===== config.mk =====
export PLATFORM = sky130hd
export DESIGN_NAME = seven_segment_serial_number_driver
export DESIGN_NICKNAME = d
export VERILOG_FILES = /design/src/hdl/ssnd_pkg.sv /design/src/hdl/ssnd_ctrl.sv /design/src/hdl/ssnd_dpath.sv /design/src/hdl/seven_segment_serial_number_driver.sv
export SDC_FILE = /design/constraint.sdc
export NUM_CORES = 1
export LEC_CHECK = 0
export ABC_CLOCK_PERIOD_IN_PS = 10000
export BUFFER_PORTS_ARGS = -buffer_cell sky130_fd_sc_hd__clkbuf_2
export CORE_UTILIZATION = 53
export CTS_CLUSTER_SIZE = 40
export DETAILED_ROUTE_END_ITERATION = 7
export PLACE_DENSITY = 0.8
export SYNTH_ARGS = -nofsm -noshare
export SYNTH_HDL_FRONTEND = slang
export SYNTH_SLANG_ARGS = --single-unit

===== constraint.sdc =====
create_clock -name clk -period 10 [get_ports clk]
set_input_delay 2 -clock clk [delete_from_list [all_inputs] [get_ports clk]]
set_output_delay 2 -clock clk [all_outputs]
set_load 0.005 [all_outputs]

===== src/hdl/ssnd_pkg.sv =====
// ----------------------------------------------------------------------------
// ssnd_pkg
// Shared types, constants and lookup functions for the seven-segment serial
// number driver: controller states, command/status bundles, segment table.
// ----------------------------------------------------------------------------
package ssnd_pkg;

  localparam int unsigned ValueW    = 14;
  localparam int unsigned DigitW    = 4;
  localparam int unsigned SegW      = 8;
  localparam int unsigned CntW      = 5;
  localparam int unsigned FselW     = 2;

  localparam logic [ValueW-1:0] ValueMax       = ValueW'(9999);
  localparam logic [ValueW-1:0] BlankThreshold = ValueW'(1000);
  localparam logic [CntW-1:0]   BlankLastBit   = CntW'(31);
  localparam logic [2:0]        DigitLastBit   = 3'd7;
  localparam logic [SegW-1:0]   BlankPattern   = 8'b0000_0000;

  // Factor select codes: power of ten of the digit being extracted.
  localparam logic [FselW-1:0] FselOnes      = 2'd0;
  localparam logic [FselW-1:0] FselTens      = 2'd1;
  localparam logic [FselW-1:0] FselHundreds  = 2'd2;
  localparam logic [FselW-1:0] FselThousands = 2'd3;

  typedef enum logic [1:0] {
    ST_IDLE,
    ST_BLANK,
    ST_DIGIT,
    ST_SHIFT
  } state_t;

  typedef struct packed {
    logic load;      // capture the input item, pick the leading factor
    logic sub;       // subtract the factor once, bump the digit
    logic load_pat;  // move the digit's segment pattern into the shifter
    logic shift;     // advance the segment shifter one bit
    logic next_fac;  // step down one power of ten, clear the digit
    logic cnt_inc;   // advance the bit counter
    logic blank;     // drive the data line with blank level
  } cmd_t;

  typedef struct packed {
    logic blank_in;   // incoming value needs the four blank digits
    logic ge;         // remainder still holds another factor
    logic has_digits; // at least one significant digit to send
    logic blank_end;  // bit counter on last blank bit
    logic digit_end;  // bit counter on last bit of a digit
    logic fac_one;    // current factor is the ones place
  } sts_t;

  function automatic logic [ValueW-1:0] factor_of(input logic [FselW-1:0] fsel);
    logic [ValueW-1:0] f;
    case (fsel)
      FselOnes:      f = ValueW'(1);
      FselTens:      f = ValueW'(10);
      FselHundreds:  f = ValueW'(100);
      FselThousands: f = ValueW'(1000);
      default:       f = ValueW'(1);
    endcase
    return f;
  endfunction

  function automatic logic [SegW-1:0] seg_of(input logic [DigitW-1:0] digit);
    logic [SegW-1:0] p;
    case (digit)
      4'd0:    p = 8'b1111_1100;
      4'd1:    p = 8'b0110_0000;
      4'd2:    p = 8'b1101_1010;
      4'd3:    p = 8'b1111_0010;
      4'd4:    p = 8'b0110_0110;
      4'd5:    p = 8'b1011_0110;
      4'd6:    p = 8'b1011_1110;
      4'd7:    p = 8'b1110_0000;
      4'd8:    p = 8'b1111_1110;
      4'd9:    p = 8'b1111_0110;
      default: p = 8'b1111_0110;
    endcase
    return p;
  endfunction

endpackage


===== src/hdl/ssnd_ctrl.sv =====
// ----------------------------------------------------------------------------
// ssnd_ctrl
// Controller: sequences blank bits, digit extraction and segment shifting.
// ----------------------------------------------------------------------------
module ssnd_ctrl
  import ssnd_pkg::*;
(
  input  logic clk,
  input  logic rst,
  input  logic start,
  input  sts_t sts,
  output cmd_t cmd,
  output logic busy,
  output logic strobe,
  output logic last
);

  state_t state;
  state_t state_next;

  always_ff @(posedge clk) begin
    if (rst) begin
      state <= ST_IDLE;
    end else begin
      state <= state_next;
    end
  end

  always_comb begin
    state_next = state;
    case (state)
      ST_IDLE: begin
        if (start) begin
          state_next = sts.blank_in ? ST_BLANK : ST_DIGIT;
        end
      end
      ST_BLANK: begin
        if (sts.blank_end) begin
          state_next = sts.has_digits ? ST_DIGIT : ST_IDLE;
        end
      end
      ST_DIGIT: begin
        if (!sts.ge) begin
          state_next = ST_SHIFT;
        end
      end
      ST_SHIFT: begin
        if (sts.digit_end) begin
          state_next = sts.fac_one ? ST_IDLE : ST_DIGIT;
        end
      end
      default: state_next = ST_IDLE;
    endcase
  end

  always_comb begin
    cmd    = '0;
    busy   = 1'b1;
    strobe = 1'b0;
    last   = 1'b0;
    case (state)
      ST_IDLE: begin
        busy     = 1'b0;
        cmd.load = start;
      end
      ST_BLANK: begin
        cmd.blank   = 1'b1;
        cmd.cnt_inc = 1'b1;
        strobe      = 1'b1;
        last        = sts.blank_end && !sts.has_digits;
      end
      ST_DIGIT: begin
        cmd.sub      = sts.ge;
        cmd.load_pat = !sts.ge;
      end
      ST_SHIFT: begin
        cmd.shift    = 1'b1;
        cmd.cnt_inc  = 1'b1;
        cmd.next_fac = sts.digit_end && !sts.fac_one;
        strobe       = 1'b1;
        last         = sts.digit_end && sts.fac_one;
      end
      default: busy = 1'b0;
    endcase
  end

endmodule


===== src/hdl/ssnd_dpath.sv =====
// ----------------------------------------------------------------------------
// ssnd_dpath
// Datapath: saturation, remainder/digit by repeated subtraction, segment
// shifter and bit counter.
// ----------------------------------------------------------------------------
module ssnd_dpath
  import ssnd_pkg::*;
(
  input  logic              clk,
  input  logic              rst,
  input  logic [ValueW-1:0] value,
  input  cmd_t              cmd,
  output sts_t              sts,
  output logic              data_level
);

  logic [ValueW-1:0] sat;
  logic [FselW-1:0]  lead_fsel;
  logic [ValueW-1:0] rem;
  logic [ValueW-1:0] factor;
  logic [FselW-1:0]  fsel;
  logic [DigitW-1:0] digit;
  logic [SegW-1:0]   shreg;
  logic [CntW-1:0]   cnt;
  logic              has_digits;

  assign sat = (value > ValueMax) ? ValueMax : value;

  always_comb begin
    if (sat >= ValueW'(1000)) begin
      lead_fsel = FselThousands;
    end else if (sat >= ValueW'(100)) begin
      lead_fsel = FselHundreds;
    end else if (sat >= ValueW'(10)) begin
      lead_fsel = FselTens;
    end else begin
      lead_fsel = FselOnes;
    end
  end

  assign factor = factor_of(fsel);

  // Control-side registers.
  always_ff @(posedge clk) begin
    if (rst) begin
      cnt <= '0;
    end else if (cmd.load || cmd.load_pat) begin
      cnt <= '0;
    end else if (cmd.cnt_inc) begin
      cnt <= cnt + CntW'(1);
    end
  end

  // Payload registers.
  always_ff @(posedge clk) begin
    if (cmd.load) begin
      rem        <= sat;
      fsel       <= lead_fsel;
      digit      <= '0;
      has_digits <= (sat != '0);
      shreg      <= BlankPattern;
    end else begin
      if (cmd.sub) begin
        rem   <= rem - factor;
        digit <= digit + DigitW'(1);
      end
      if (cmd.next_fac) begin
        fsel  <= fsel - FselW'(1);
        digit <= '0;
      end
      if (cmd.load_pat) begin
        shreg <= seg_of(digit);
      end else if (cmd.shift) begin
        shreg <= {1'b0, shreg[SegW-1:1]};
      end
    end
  end

  assign sts.blank_in   = (sat < BlankThreshold);
  assign sts.ge         = (rem >= factor);
  assign sts.has_digits = has_digits;
  assign sts.blank_end  = (cnt == BlankLastBit);
  assign sts.digit_end  = (cnt[2:0] == DigitLastBit);
  assign sts.fac_one    = (fsel == FselOnes);

  // Active-low data line: a lit segment drives 0.
  assign data_level = cmd.blank ? 1'b1 : ~shreg[0];

endmodule


===== src/hdl/seven_segment_serial_number_driver.sv =====
// ----------------------------------------------------------------------------
// seven_segment_serial_number_driver
// Serial bit stream generator for a shift-register seven-segment display.
// ----------------------------------------------------------------------------
//
//  Channel   Direction  Handshake            Payload
//  --------  ---------  -------------------  ------------------------------
//  command   in         start & !busy        value[13:0]
//  result    out        strobe (one cycle)   data_level, last
//
//  One item is taken at a time; busy stays high from the cycle after start
//  until the cycle after the bit flagged last. An item sends 32 blank bits when
//  the value is below 1000, then per significant digit d subtractions on the
//  shared digit extractor, one pattern load and 8 shifted bits (999 is the
//  longest run: blank bits plus three digits of nine subtractions each).
//  Reset is synchronous and returns the controller to idle. The receiver
//  cannot stall: each bit is shown for exactly one cycle with strobe high.
//
//  Stream: values below 1000 first send four blank digits (all bits at level
//  1). Then each significant decimal digit, most significant first, goes
//  out through the segment table, bit 0 first, active low. Zero sends only
//  the blank digits. Inputs above 9999 saturate to 9999.
// ----------------------------------------------------------------------------
module seven_segment_serial_number_driver
  import ssnd_pkg::*;
(
  input  logic              clk,
  input  logic              rst,
  input  logic              start,
  input  logic [ValueW-1:0] value,
  output logic              busy,
  output logic              strobe,
  output logic              data_level,
  output logic              last
);

  cmd_t cmd;
  sts_t sts;

  // Controller: walks blank, extract and shift phases; owns the handshake.
  ssnd_ctrl u_ctrl (
    .clk    (clk),
    .rst    (rst),
    .start  (start),
    .sts    (sts),
    .cmd    (cmd),
    .busy   (busy),
    .strobe (strobe),
    .last   (last)
  );

  // Datapath: saturate, extract digits by repeated subtraction, shift out.
  ssnd_dpath u_dpath (
    .clk        (clk),
    .rst        (rst),
    .value      (value),
    .cmd        (cmd),
    .sts        (sts),
    .data_level (data_level)
  );

  // Every accepted item starts a run.
  a_start_busy: assert property (@(posedge clk) disable iff (rst)
    (start && !busy) |=> busy)
    else $error("accepted item did not raise busy");

  // Result bits only appear while an item is in progress.
  a_strobe_busy: assert property (@(posedge clk) disable iff (rst)
    strobe |-> busy)
    else $error("strobe while idle");

  // The last flag marks a real result bit.
  a_last_strobe: assert property (@(posedge clk) disable iff (rst)
    last |-> strobe)
    else $error("last without strobe");

  // The run closes right after the final bit.
  a_last_idle: assert property (@(posedge clk) disable iff (rst)
    (strobe && last) |=> !busy)
    else $error("still busy after final bit");

endmodule

## Yosys cells after proc, flatten, opt, wreduce, memory -nomap -nowiden

Memory sizes are Yosys's and may differ from the RTL's. A register that Yosys moved wholly into a read port is not among the register bits.
Index checks and enable logic that the tools add are counted.

- Add/subtract/negate cells: 4
- Multiplexer cells: 29
- Reductions and logical operators: 17
- Bitwise logic cells: 1
- Equality and inequality tests: 12
- $lt $le $gt $ge: 6

Operators by type and width:

| cell | count |
|---|---|
| 14-bit case mux with 4 select lines | 1 |
| 14-bit 2-to-1 mux | 3 |
| 2-bit 2-to-1 mux | 13 |
| 8-bit 2-to-1 mux | 2 |
| 14-bit by 10-bit >= comparator with 1-bit output, second input constant | 1 |
| 14-bit >= comparator | 1 |
| 14-bit by 4-bit >= comparator with 1-bit output, second input constant | 1 |
| 14-bit by 7-bit >= comparator with 1-bit output, second input constant | 1 |
| 14-bit greater-than comparator, second input constant | 1 |
| 14-bit by 10-bit less-than comparator with 1-bit output, second input constant | 1 |
| 14-bit nonzero test | 1 |
| 14-bit subtractor | 1 |
| 2-bit equality test, second input constant | 4 |
| 4-bit 2-to-1 mux | 2 |
| 2-bit case mux with 4 select lines | 1 |
| 1-bit 2-to-1 mux | 6 |
| 2-bit nonzero test | 3 |
| 2-bit OR reduction | 3 |
| 5-bit by 1-bit adder with 5-bit output, second input constant | 1 |
| 5-bit equality test, second input constant | 1 |
| 4-bit by 1-bit adder with 4-bit output, second input constant | 1 |
| 2-bit by 1-bit equality test with 1-bit output, second input constant | 2 |
| 2-bit zero test | 2 |
| 2-bit by 1-bit != test with 1-bit output, second input constant | 2 |
| other kinds (9) | 14 |

- Memories kept: 1
- Output and inout bits: 4
- Input port bits: 17
- Register bits after elaboration: 36
- Word-level logic and storage cells: 77
- Bits in read-only memories: 112

Memories:

| name | depth | width | rd ports | clocked after Yosys merged registers in | wr ports | RTL line | RTL |
|---|---|---|---|---|---|---|---|
| (no name shown) | 16 | 7 | 1 | 1 | 0 | ssnd_pkg.sv:66 | `case (digit)` |

## Depth between registers and ports, before layout

Gate-level depths: netlist of the first run.

- Word-level depth: 7
- Depth in mapped cells: 16
- Depth with buffers taken out: 15

## Hierarchy

A second synthesis of the first run with hierarchy kept.

- Cells, all modules: 313
- Area, all modules: 2775.2 sq um

By module, submodules not included:

| module | instances | cells an instance | seq. area each (sq um) | area an instance (sq um) |
|---|---|---|---|---|
| ssnd_dpath | 1 | 289 | 991.0 | 2578.7 |
| ssnd_ctrl | 1 | 24 | 40.0 | 196.4 |

## Least setup slack after synthesis of the first run

OpenSTA, ideal clock, no wires.

- Path type: input-to-reg
- Start point: in start
- End point: reg with a tool-made name
- Arrival time: 3.511 ns
- Path slack: 6.372 ns
- Setup time: 0.117 ns
- Buffers on the path: 1
- Data required time: 9.883 ns
- Stages on the path: 10
- Path through: nand2_1 -> and2_0 -> buf_2 -> nand2_1 -> mux2i_1 -> inv_1 -> ha_1 -> inv_1 -> a31oi_1 -> a22o_1

RTL lines:

| element | RTL line | RTL |
|---|---|---|
| start: declaration | seven_segment_serial_number_driver.sv:29 | `input logic start,` |

==> impl_metrics.json, run 1 <==
{
  "critical-path-top-delay-family": "simple AND/OR/NAND/NOR gates",
  "crit_path_slowest_cell": "sky130_fd_sc_hd__and2_0",
  "drt-initial-drc-count": 177,
  "postCtsSetupBuffers": 0,
  "die_x_um": 72.9,
  "reg2reg_start": "u_dpath.fsel[0]",
  "post_route_cells_drive_above_1_share_pct": 11.9,
  "max_freq_ghz": 0.251,
  "first_global_vias": 2032,
  "power.density_cell_area_nw_per_um2": 221,
  "switching_power_mw": 0.236,
  "numClockSinks": 43,
  "critical_path_peak_fanout": 19,
  "totalWireLength_um": 5330,
  "critical_path.cell_chain": "clkbuf_2 > nand2_1 > and2_0 > nand2_1 > mux2i_1 > inv_1 > ha_1 > inv_1 > a31oi_1 > a22o_1",
  "power_frac_clock_pct": 16.8,
  "sw_ratio_pct": 36.8,
  "unrepaired_setup_endpoints_after_global_routing": "false",
  "max_cap_viol_count": 0,
  "place_congestion": 0.872,
  "drcViolationCount": 0,
  "critical_path.startpoint": "start",
  "bufs_and_invs_on_worst_path": 3,
  "floorplan.die.height_um": 72.9,
  "asyncSetResetFlopFracSynth_pct": 0,
  "peakVddDrop_mv": 0.110,
  "timing.final.hold_violations": 0,
  "hold_path_startpoint": "u_dpath.shreg[6]",
  "synth_enable_flop_cells": 17,
  "core_um2": 4790,
  "syn-instance-count": 292,
  "critical_path_arrival_ps": 4180,
  "grt_overflow": 0,
  "grt_max_degree": 27,
  "finish.net_count": 350,
  "num_rows": 25,
  "port-buffer-count": 20,
  "synth-main-ff-cell": "sky130_fd_sc_hd__dfxtp_1",
  "cts.htree.levels": 2,
  "max-clock-path-buffers": 2,
  "io-pin-count": 21,
  "tns_ps": 0,
  "synth_area_per_cell_um2": 9.12,
  "result_of_the_run": "finished clean",
  "drt_pass1_iterations": 4,
  "worst_clock_skew_ps": 7.52,
  "tritoncts.num_buffers": 5,
  "p_leak_nw": 1.21,
  "cts.reportedPaths.clkPinSlew_ps": 70,
  "ant_nets": 0,
  "synthesis.area_um2": 2660,
  "syn-num-nets": 333,
  "setup_violations": 0,
  "cts.root.buffer_cell": "sky130_fd_sc_hd__clkbuf_8",
  "p_int_mw": 0.404,
  "die_area_um2": 5310,
  "power_frac_comb_pct": 42.3,
  "seq_power_share_pct": 40.8,
  "critical_path.endpoint_type": "flip-flop",
  "cts_repair_resizes": 0,
  "grt_pass1_wl_um": 9070,
  "routed-via-count": 2133,
  "yosysUniqueCellTypes": 57,
  "grtUsageTotal_pct": 22.2,
  "postCtsHoldBufs": 0,
  "timing.final.crit_share_pct": 39.9,
  "grt_antenna_before_repair": 0,
  "critPathKind": "in -> reg",
  "dp_hpwl_um": 3960,
  "final_critical_delay_including_setup_and_external_delays_ps": 3990,
  "routed_wire_length_per_instance_um": 14.1,
  "holdCritPathClass": "reg -> reg",
  "effective_utilization_at_floorplan_pct": 55.7,
  "seq_area_frac_synth_pct": 38.7,
  "cts_tree": "done",
  "final_core_util_pct": 60.6,
  "worst_ep_required_time_ps": 10190,
  "report.final.slew_viol_count": 0,
  "max_slew_margin_pct": 51.7,
  "yosys_warnings": 0,
  "diodes": 0,
  "via_per_inst": 5.66,
  "setup.worst_path.start_class": "input port",
  "crit_path_max_incr_delay_ps": 450,
  "ys_seq_elements": 43,
  "tightestPinTransition_ps": 719,
  "syn_to_final_growth_pct": 8.88,
  "clock_latency_ps": 290
}
==> cells by family after synthesis <==
group	synth area share [%]
flops	38.7
mux	3.85
fa+ha+maj	11.6
compound gates	19.0
xor+xnor	4.27
buf+inv	4.41
simple gates	18.2
==> stage by stage <==
stage	instance area [um^2]	power (mW)	setup slack, ps	hold slack, ps	instances
after global routing	2900	0.689	5790	479	377
after global placement	2820	0.525	5810	443	369
final	2900	0.640	6010	459	377
after floorplan	2660	0.474	6370	433	292
after detailed placement	2820	0.533	5730	448	369
after CTS	2900	0.642	6040	459	377
==> power by group through the flow <==
stage	logic, mW	registers, mW	clock network, mW
2_1_floorplan	0.217	0.257	0
3_3_place_gp	0.260	0.264	0
3_5_place_dp	0.267	0.266	0
4_1_cts	0.269	0.262	0.111
5_1_grt	0.304	0.268	0.118
6_report	0.271	0.261	0.108
==> layout by cell type (no fill, tap or decap), types with 8 or more instances in the layout <==
cell,count
sky130_fd_sc_hd__nor3_1,11
sky130_fd_sc_hd__edfxtp_1,17
sky130_fd_sc_hd__o21ai_0,12
sky130_fd_sc_hd__dfxtp_1,26
sky130_fd_sc_hd__a21oi_1,25
sky130_fd_sc_hd__nand2_1,26
sky130_fd_sc_hd__nor2_1,21
sky130_fd_sc_hd__inv_1,18
sky130_fd_sc_hd__mux2i_1,8
sky130_fd_sc_hd__clkbuf_2,20
sky130_fd_sc_hd__ha_1,23
==> path summary, 6_finish.rpt <==
kind                           end  slack (ps)  cells past startpoint
setup / recovery         flip-flop        6010                     10
hold / removal    u_dpath.shreg[6]         460                      2
setup reg to reg         flip-flop        6360                     14
hold reg to reg   u_dpath.shreg[6]         460                      2
==> cell usage after synthesis, types with 4 or more instances <==
master                     instances  area, um^2
sky130_fd_sc_hd__clkbuf_1          9        33.8
sky130_fd_sc_hd__ha_1             23         288
sky130_fd_sc_hd__a22oi_1           6        45.0
sky130_fd_sc_hd__nor3_1           11        55.1
sky130_fd_sc_hd__a21o_1            7        52.6
sky130_fd_sc_hd__inv_1            18        67.6
sky130_fd_sc_hd__mux2i_1           8        80.1
sky130_fd_sc_hd__nand4_1           4        25.0
sky130_fd_sc_hd__o21ai_0          12        60.1
sky130_fd_sc_hd__nor2_1           21        78.8
sky130_fd_sc_hd__xor2_1            7        61.3
sky130_fd_sc_hd__a21oi_1          25         125
sky130_fd_sc_hd__dfxtp_1          26         521
sky130_fd_sc_hd__nand2b_1          5        31.3
sky130_fd_sc_hd__o22ai_1           4        25.0
sky130_fd_sc_hd__nand2_1          26        97.6
sky130_fd_sc_hd__edfxtp_1         17         510
sky130_fd_sc_hd__xnor2_1           6        52.6
==> routing by layer <==
layer / up-vias / GRT usage, % / wire (um)
met3: 9 / 2.90 / 187
met4: 0 / 9.37 / 102
li1: 1087 / - / -
met1: 990 / 29.5 / 2500
met2: 47 / 36.4 / 2550
met5: - / 0 / 0
==> worst register-to-register path: stages (launching register included) <==
cell and delay, ps:
sky130_fd_sc_hd__edfxtp_1 430, sky130_fd_sc_hd__inv_1 130, sky130_fd_sc_hd__ha_1 240, sky130_fd_sc_hd__nor2_1 160
sky130_fd_sc_hd__ha_1 350, sky130_fd_sc_hd__nand4_1 210, sky130_fd_sc_hd__nor3_1 110, sky130_fd_sc_hd__or4_4 540
sky130_fd_sc_hd__o21ai_4 230, sky130_fd_sc_hd__mux2i_1 390, sky130_fd_sc_hd__inv_1 140, sky130_fd_sc_hd__ha_1 220
sky130_fd_sc_hd__inv_1 70, sky130_fd_sc_hd__a31oi_1 70, sky130_fd_sc_hd__a22o_1 250
==> final cells by class <==
class / count / area (um^2)
clock buffers: 6 / 72.6
clock inverters: 2 / 11.3
fillers: 426 / 1890
inverters: 19 / 71.3
multi-input cells: 218 / 1520
flip-flops and latches: 43 / 1030
well taps: 67 / 83.8
repair buffers: 22 / 115
No activity file was read; power rests on OpenSTA's default activity.
==> run 2, diff against run 1 <==
ABC_CLOCK_PERIOD_IN_PS = 3700   (was 10000)
clock period = 3.7 ns   (was 10 ns; I/O delays follow)
==> run 2 against run 1 <==
Total power increased to 2.8 times the previous value. Routed wire length increased by 0.88%. Core utilization increased by 1.2 points. Largest power group unchanged. Clock skew about the same.
==> impl_metrics.json, run 2 (same netlist as run 1, synthesis figures left out) <==
{
  "final_critical_delay_including_setup_and_external_delays_ps": 3470,
  "cts.htree.levels": 2,
  "p_leak_nw": 1.24,
  "core_um2": 4790,
  "critical_path_peak_fanout": 8,
  "postCtsHoldBufs": 0,
  "cts.reportedPaths.clkPinSlew_ps": 80,
  "reg2reg_slack_ps": 230,
  "tightestPinTransition_ps": 660,
  "tns_ps": 0,
  "hold_path_startpoint": "u_dpath.shreg[1]",
  "holdCritPathClass": "reg -> reg",
  "syn_to_final_growth_pct": 11.0,
  "result_of_the_run": "finished clean",
  "place_congestion": 0.873,
  "max_freq_ghz": 0.289,
  "multi_input_comb_area_um2": 1530,
  "critical_path_arrival_ps": 3660,
  "via_per_inst": 5.72,
  "grt_pass1_wl_um": 9320,
  "max_cap_viol_count": 0,
  "totalWireLength_um": 5380,
  "global_route.usage.met1_pct": 30.4,
  "num_rows": 25,
  "cts.root.buffer_cell": "sky130_fd_sc_hd__clkbuf_8",
  "timing.final.hold_violations": 0,
  "ant_nets": 0,
  "critical_path.endpoint_type": "flip-flop",
  "cts_tree": "done",
  "critPathKind": "reg -> reg",
  "floorplan.die.height_um": 72.9,
  "layout.cells.most_common_list": "26 x sky130_fd_sc_hd__nand2_1, 26 x sky130_fd_sc_hd__dfxtp_1, 25 x sky130_fd_sc_hd__a21oi_1",
  "grtUsageTotal_pct": 23.1,
  "place_ws_ps": 187,
  "die_area_um2": 5310,
  "reg2reg_start": "u_dpath.fsel[0]",
  "worst_clock_skew_ps": 7.92,
  "hold_ws_ps": 461,
  "unrepaired_setup_endpoints_after_global_routing": "false",
  "port-buffer-count": 20,
  "seqCellArea_um2": 1030,
  "crit_path_slowest_cell": "sky130_fd_sc_hd__or4_4",
  "max_slew_margin_pct": 55.9,
  "groute.layer.met3.usage_pct": 5.52,
  "drcViolationCount": 0,
  "hold_depth": 2,
  "timing.final.crit_share_pct": 93.7,
  "r2r.worst_path.cells": 13,
  "grt_overflow": 0,
  "routed_wire_length_per_instance_um": 14.2,
  "min_to": "u_dpath.shreg[1]",
  "crit_path_max_incr_delay_ps": 540,
  "diodes": 0,
  "peakVddDrop_mv": 0.372,
  "dp_hpwl_um": 4040,
  "grt.met2_usage_pct": 35.7,
  "numClockSinks": 43,
  "effective_utilization_at_floorplan_pct": 55.7,
  "finish.net_count": 353,
  "io-pin-count": 21,
  "grt.busiest_layer": "met2",
  "postCtsSetupBuffers": 0,
  "setup_violations": 0,
  "grt_max_degree": 26,
  "setup.worst_path.start_class": "flip-flop",
  "critical_path.cell_chain": "ha_1 > inv_1 > ha_1 > nand4_1 > nor3_1 > or4_4 > o21ai_4 > mux2i_2 > inv_1 > ha_1 > inv_1 > a31oi_1 > a22o_1",
  "drt_pass1_iterations": 4,
  "worst_ep_required_time_ps": 3900,
  "cts_repair_resizes": 0,
  "power.density_cell_area_nw_per_um2": 611,
  "drt-initial-drc-count": 221,
  "clock_latency_ps": 300,
  "setup_slack_ps": 234,
  "die_x_um": 72.9,
  "first_global_vias": 2015,
  "routed-via-count": 2173,
  "n_fill_cell": 413,
  "tritoncts.num_buffers": 5,
  "max-clock-path-buffers": 2,
  "design_power_total_mw": 1.81,
  "post_route_cells_drive_above_1_share_pct": 13.4,
  "grt_antenna_before_repair": 0,
  "report.final.slew_viol_count": 0
}
## run 2: per-stage QoR
stage | cell area, um^2 | utilization (%) | std cells
2_1_floorplan | 2660 | - | 292
3_3_place_gp | 2840 | 59.3 | 372
3_5_place_dp | 2840 | 59.3 | 372
4_1_cts | 2950 | 61.6 | 380
5_1_grt | 2960 | 61.8 | 380
6_report | 2960 | 61.8 | 380
## run 2: report_power, final
part	switching [mW]	internal [mW]	total (mW)	leakage, nW
Clock	0.172	0.174	0.346	0.0563
Combinational	0.413	0.332	0.745	0.804
Sequential	0.0756	0.641	0.717	0.375
Total	0.661	1.15	1.81	1.24
## run 2: area by class of cell
type                       count  share of cell area (%)
clock inverter                 2                   0.465
inverter                      19                    2.41
tap                           67                    2.83
multi-input combinational    218                    51.6
clock buffer                   6                    3.17
sequential                    43                    34.9
timing repair buffer          25                    4.65
## run 2: worst max path at each step
stage                            to       startpoint
after floorplan           flip-flop  u_dpath.fsel[0]
after global placement    flip-flop  u_dpath.fsel[0]
after detailed placement  flip-flop  u_dpath.fsel[0]
after CTS                 flip-flop  u_dpath.fsel[0]
after global routing      flip-flop  u_dpath.fsel[0]
final                     flip-flop  u_dpath.fsel[0]
## run 2: critical path, delay by kind of cell (launching register included)
| kind | cells | cell delay [ps] |
|---|---|---|
| fa+ha+maj | 3 | 820 |
| buf+inv | 3 | 320 |
| flops | 1 | 450 |
| compound gates | 3 | 550 |
| simple gates | 3 | 880 |
| mux | 1 | 360 |
## run 2: per-layer routing
| layer | vias to the layer above | routed length [um] |
|---|---|---|
| li1 | 1093 | - |
| met1 | 1012 | 2520 |
| met2 | 56 | 2460 |
| met3 | 12 | 249 |
| met4 | 0 | 146 |
| met5 | - | 0 |
